**src/hw/rtl/tkpc_pkg.sv**
```systemverilog
// types and constants for the three-key press classifier
// no dependencies
`default_nettype none

package tkpc_pkg;

  localparam int NOW_W     = 32;
  localparam int CFG_IDX_W = 2;
  localparam int CFG_DAT_W = 16;
  localparam int EVENT_W   = 3;
  localparam int NUM_KEYS  = 3;

  localparam logic [CFG_DAT_W-1:0] DEBOUNCE_RST    = 16'd30;
  localparam logic [CFG_DAT_W-1:0] CENTER_LONG_RST = 16'd1000;

  typedef enum logic [CFG_IDX_W-1:0] {
    REG_DEBOUNCE    = 2'd0,
    REG_CENTER_LONG = 2'd1
  } tkpc_reg_t;

  typedef enum logic [1:0] {
    EDGE_NONE    = 2'd0,
    EDGE_PRESS   = 2'd1,
    EDGE_RELEASE = 2'd2
  } tkpc_edge_t;

  typedef enum logic [1:0] {
    OWN_NONE   = 2'd0,
    OWN_LEFT   = 2'd1,
    OWN_CENTER = 2'd2,
    OWN_RIGHT  = 2'd3
  } tkpc_owner_t;

  typedef enum logic [EVENT_W-1:0] {
    EV_NONE         = 3'd0,
    EV_LEFT_SHORT   = 3'd1,
    EV_CENTER_SHORT = 3'd2,
    EV_RIGHT_SHORT  = 3'd3,
    EV_CENTER_LONG  = 3'd4
  } tkpc_event_t;

  localparam int KEY_LEFT   = 0;
  localparam int KEY_CENTER = 1;
  localparam int KEY_RIGHT  = 2;

  // per-key status after this sample's debounce step
  typedef struct packed {
    tkpc_edge_t edge_kind;
    logic       was_settled;
    logic       stable;
    logic       up;
  } tkpc_key_stat_t;

endpackage

`default_nettype wire

```
**src/hw/rtl/tkpc_debounce.sv**
```systemverilog
// debounce state and edge detection for one key
// depends on tkpc_pkg
`default_nettype none

module tkpc_debounce import tkpc_pkg::*; #(
  parameter int TIME_BITS = 32
) (
  input  wire logic                 clk,
  input  wire logic                 rst_n,
  input  wire logic                 en,
  input  wire logic                 lvl,
  input  wire logic [TIME_BITS-1:0] now,
  input  wire logic [CFG_DAT_W-1:0] debounce_ms,
  output tkpc_key_stat_t            stat
);

  logic                 seen_r, seen_nxt;
  logic                 settled_r, settled_nxt;
  logic                 raw_r, raw_nxt;
  logic                 stable_r, stable_nxt;
  logic [TIME_BITS-1:0] chg_time_r, chg_time_nxt;
  logic [TIME_BITS-1:0] elapsed;
  tkpc_edge_t           edge_kind;

  always_comb begin
    seen_nxt     = 1'b1;
    settled_nxt  = settled_r;
    raw_nxt      = lvl;
    stable_nxt   = stable_r;
    chg_time_nxt = chg_time_r;
    edge_kind    = EDGE_NONE;
    if (!seen_r || (lvl != raw_r)) begin
      chg_time_nxt = now;
    end
    elapsed = now - chg_time_nxt;
    // first sample only seeds the raw level
    if (seen_r && (elapsed >= TIME_BITS'(debounce_ms))) begin
      if (!settled_r) begin
        settled_nxt = 1'b1;
        stable_nxt  = raw_nxt;
        edge_kind   = raw_nxt ? EDGE_PRESS : EDGE_NONE;
      end else if (stable_r != raw_nxt) begin
        stable_nxt = raw_nxt;
        edge_kind  = raw_nxt ? EDGE_PRESS : EDGE_RELEASE;
      end
    end
  end

  always_ff @(posedge clk) begin
    if (!rst_n) begin
      seen_r    <= 1'b0;
      settled_r <= 1'b0;
      raw_r     <= 1'b0;
      stable_r  <= 1'b0;
    end else if (en) begin
      seen_r    <= seen_nxt;
      settled_r <= settled_nxt;
      raw_r     <= raw_nxt;
      stable_r  <= stable_nxt;
    end
  end

  always_ff @(posedge clk) begin
    if (en) begin
      chg_time_r <= chg_time_nxt;
    end
  end

  assign stat.edge_kind   = edge_kind;
  assign stat.was_settled = settled_r;
  assign stat.stable      = stable_nxt;
  assign stat.up          = settled_nxt && !raw_nxt && !stable_nxt;

endmodule

`default_nettype wire

```
**config.mk**
```make
export PLATFORM = sky130hd
export DESIGN_NAME = tkpc_debounce
export DESIGN_NICKNAME = d
export VERILOG_FILES = /design/src/hw/rtl/tkpc_pkg.sv /design/src/hw/rtl/tkpc_debounce.sv
export SDC_FILE = /design/constraint.sdc
export NUM_CORES = 1
export LEC_CHECK = 0
export ABC_AREA = 1
export BUFFER_PORTS_ARGS = -buffer_cell sky130_fd_sc_hd__buf_2
export CAP_MARGIN = 0
export CORE_MARGIN = 2
export CORE_UTILIZATION = 55
export DETAILED_ROUTE_END_ITERATION = 6
export GPL_ROUTABILITY_DRIVEN = 0
export HOLD_SLACK_MARGIN = 0.02
export PLACE_DENSITY = 0.87
export SETUP_SLACK_MARGIN = 0.2
export SYNTH_ARGS = -nofsm -noshare
export SYNTH_HDL_FRONTEND = slang
export SYNTH_SLANG_ARGS = --single-unit
export TNS_END_PERCENT = 1
```
**constraint.sdc**
```tcl
create_clock -name clk -period 7.99 [get_ports clk]
set_input_delay 1.598 -clock clk [delete_from_list [all_inputs] [get_ports clk]]
set_output_delay 1.598 -clock clk [all_outputs]
set_load 0.005 [all_outputs]
```
==> impl_metrics.ini <==
[sta]
period_minus_slack_ns = 7.26
finalClockSkew_ns = 0.00634
relSlewSlack_pct = 47.3
finalWorstSetupSlack_ns = 0.731
setup_viol = 0
hold-worst-slack_ns = 0.499
period_share_pct = 90.8
worst_pin_slew_ns = 0.790
clock.fmax_mhz = 138
hold_violations = 0
maxSlewViolCount = 0
fin_setup_tns_ns = 0
rsz0062_at_grt = false

[clock_network]
cts_made_buffers = 5
clkSlewWorstSetupHoldPaths_ns = 0.08
clock_sinks = 36
ctsResizeCount = 0
cts-root-buf = clkbuf_8
post_cts_buffers = 0
cts_tree = built
cts_max_level = 2
clk-insertion-delay-late_ns = 0.29
clockBufferDepth = 2
ctsHoldBuffers = 0

[power]
seq_power_share_pct = 31.4
power.switching_uw = 297
swShare_pct = 40.9
clockPowerShare_pct = 20.3
power_density_nw_per_um2 = 153
cellLeakagePower_uw = 0.00248
internal_power_uw = 430
ir_worst_vdd_mv = 0.0951
combPwrFrac_pct = 48.2

[cells_and_area]
final_cell_area_um2 = 4750
regArea_um2 = 1040
drive_gt1_share_pct = 18.5
area_growth_pct = 10.8
nets = 799
fill_cells = 664
utilization_pct = 62.1
diodes = 0
multiInputGateArea_um2 = 2750

[worst_setup_path]
r2r_start = raw_r
slowest_stage = ha_1
worst_path_largest_cell_delay_ns = 0.41
rr_worst_depth = 29
crit_type = in2out
ff2ff_setup_slack_ns = 3.71
crit_path_end = stat[1]
r2r_end = stable_r
worst_setup_path_end_kind = output port
path_max_fanout = 8
cp_common_cell = nand2_1
crit_start = lvl
critPathRequiredTime_ns = 6.39
arrival_ns = 5.66
setup.worst_path.start_class = primary input

[routing]
drc = 0
routedWlPerCell_um = 13.6
first_pass_iters = 6
routed_via_density = 5.52
drt_iter0_markers = 411
drtAntennaViolNets = 0
vias = 4440
wirelength_mm = 10.9

[global_route]
grt_max_degree = 41
antenna_found_initial = 0
grt-ovfl-total = 0
grt_pass1_vias = 4082
grt_pass1_wl_mm = 18.1
grt_use_total_pct = 26.2

[floorplanning]
core_area_um2 = 7650
num_rows = 32
dieHeight_um = 92.3
io_pins = 57
die-area_um2 = 8510
floorplan.initialDensity_pct = 56.0
die_w_um = 92.3

[synthesis]
synth_area_leaders = edfxtp_1 22%, nand2_1 13%, ha_1 13%, inv_1 9.5%, o21ai_0 5.8%
async_flop_share_pct = 0
syn_nets = 744
avgSynthCellArea_um2 = 6.62
yosysSeqAreaShare_pct = 24.3
synth_area_um2 = 4290
ys_ff_latch = 36
synth_top_cell_area_share_pct = 22.4
postSynthCellCount = 647
yosysWarnings = 0
synthDistinctLibCells = 34
synth_edf_count = 32
yosys.area.top_type = edfxtp_1
ys.flop_type = edfxtp_1

[status]
status = complete, no violations

[placed_design]
dp_hpwl_mm = 8.88
port_buffers = 56
pre_cts_ws_ns = 0.813
place_area_um2 = 4650

[run]
drv_cap = 0

[min_path]
hold_class = reg2reg
-- registers in the layout, indices dropped and copies added (netlist names) --
name / cells
chg_time_r: 32
raw_r: 1
seen_r: 1
settled_r: 1
stable_r: 1
-- worst min-delay path by stage --
| stage | start | endpoint | depth (start not counted) |
|---|---|---|---|
| 2_1_floorplan | settled_r | settled_r | 2 |
| 3_3_place_gp | settled_r | settled_r | 2 |
| 3_5_place_dp | settled_r | settled_r | 2 |
| 4_1_cts | settled_r | settled_r | 2 |
| 5_1_grt | settled_r | settled_r | 2 |
| 6_report | settled_r | settled_r | 2 |
-- power groups by stage --
stage,clock network (uW),logic [uW],registers [uW]
finish,148,351,229
global route,160,395,230
CTS,149,345,229
detailed placement,0,341,233
global placement,0,329,232
floorplan,0,257,231
-- cells by family after synthesis --
group,after synthesis,share of synthesized area (%)
compound gates,113,14.0
simple gates,313,34.0
flops,36,24.3
fa+ha+maj,45,13.3
xor+xnor,13,2.66
buf+inv,127,11.6
-- Yosys cell counts (10+ instances only) --
cell and count:
or2_2 22, ha_1 44, nand2_1 148, nor3_1 10, nand4_1 13, edfxtp_1 32
a21oi_1 44, o21ai_0 50, inv_1 109, nor2_1 50, nand3_1 33, nand2_2 14
-- stage by stage --
step,power (uW),instances
2_1_floorplan,487,647
3_3_place_gp,561,797
3_5_place_dp,574,797
4_1_cts,723,805
5_1_grt,785,805
6_report,728,805
-- placed cells by master (no fill, tap or decap), types with 8 or more instances in the layout --
master / netlist / routed
edfxtp_1: 32 / 32
o21ai_0: 50 / 50
or2_2: 22 / 22
buf_2: 0 / 56
nand4_1: 13 / 13
inv_1: 109 / 109
nor2_1: 50 / 50
xor2_1: 8 / 8
nor3_1: 10 / 10
ha_1: 44 / 44
a21oi_1: 44 / 44
nand3_1: 33 / 33
nand2_2: 14 / 14
nand2_1: 148 / 148
-- routing by layer --
layer  GRT usage (%)  vias up  wire length, um
li1                -     2220                -
met3            3.37       29              863
met2            42.1      212             4890
met4            9.20        0              219
met5               0        -                0
met1            36.3     1979             4960
-- worst max-delay path: cells and delay by family --
family / cells / cell delay (ns)
compound gates: 7 / 1.03
simple gates: 17 / 1.76
buf+inv: 4 / 0.39
xor+xnor: 1 / 0.19
fa+ha+maj: 2 / 0.68
-- layout make-up --
cell class	count	share of cell area (%)
clock buffers	8	2.11
inverters	117	9.25
multi-input cells	484	57.8
flip-flops and latches	36	21.9
well taps	102	2.69
repair buffers	58	6.22
Power figures use the tool's default switching activity.
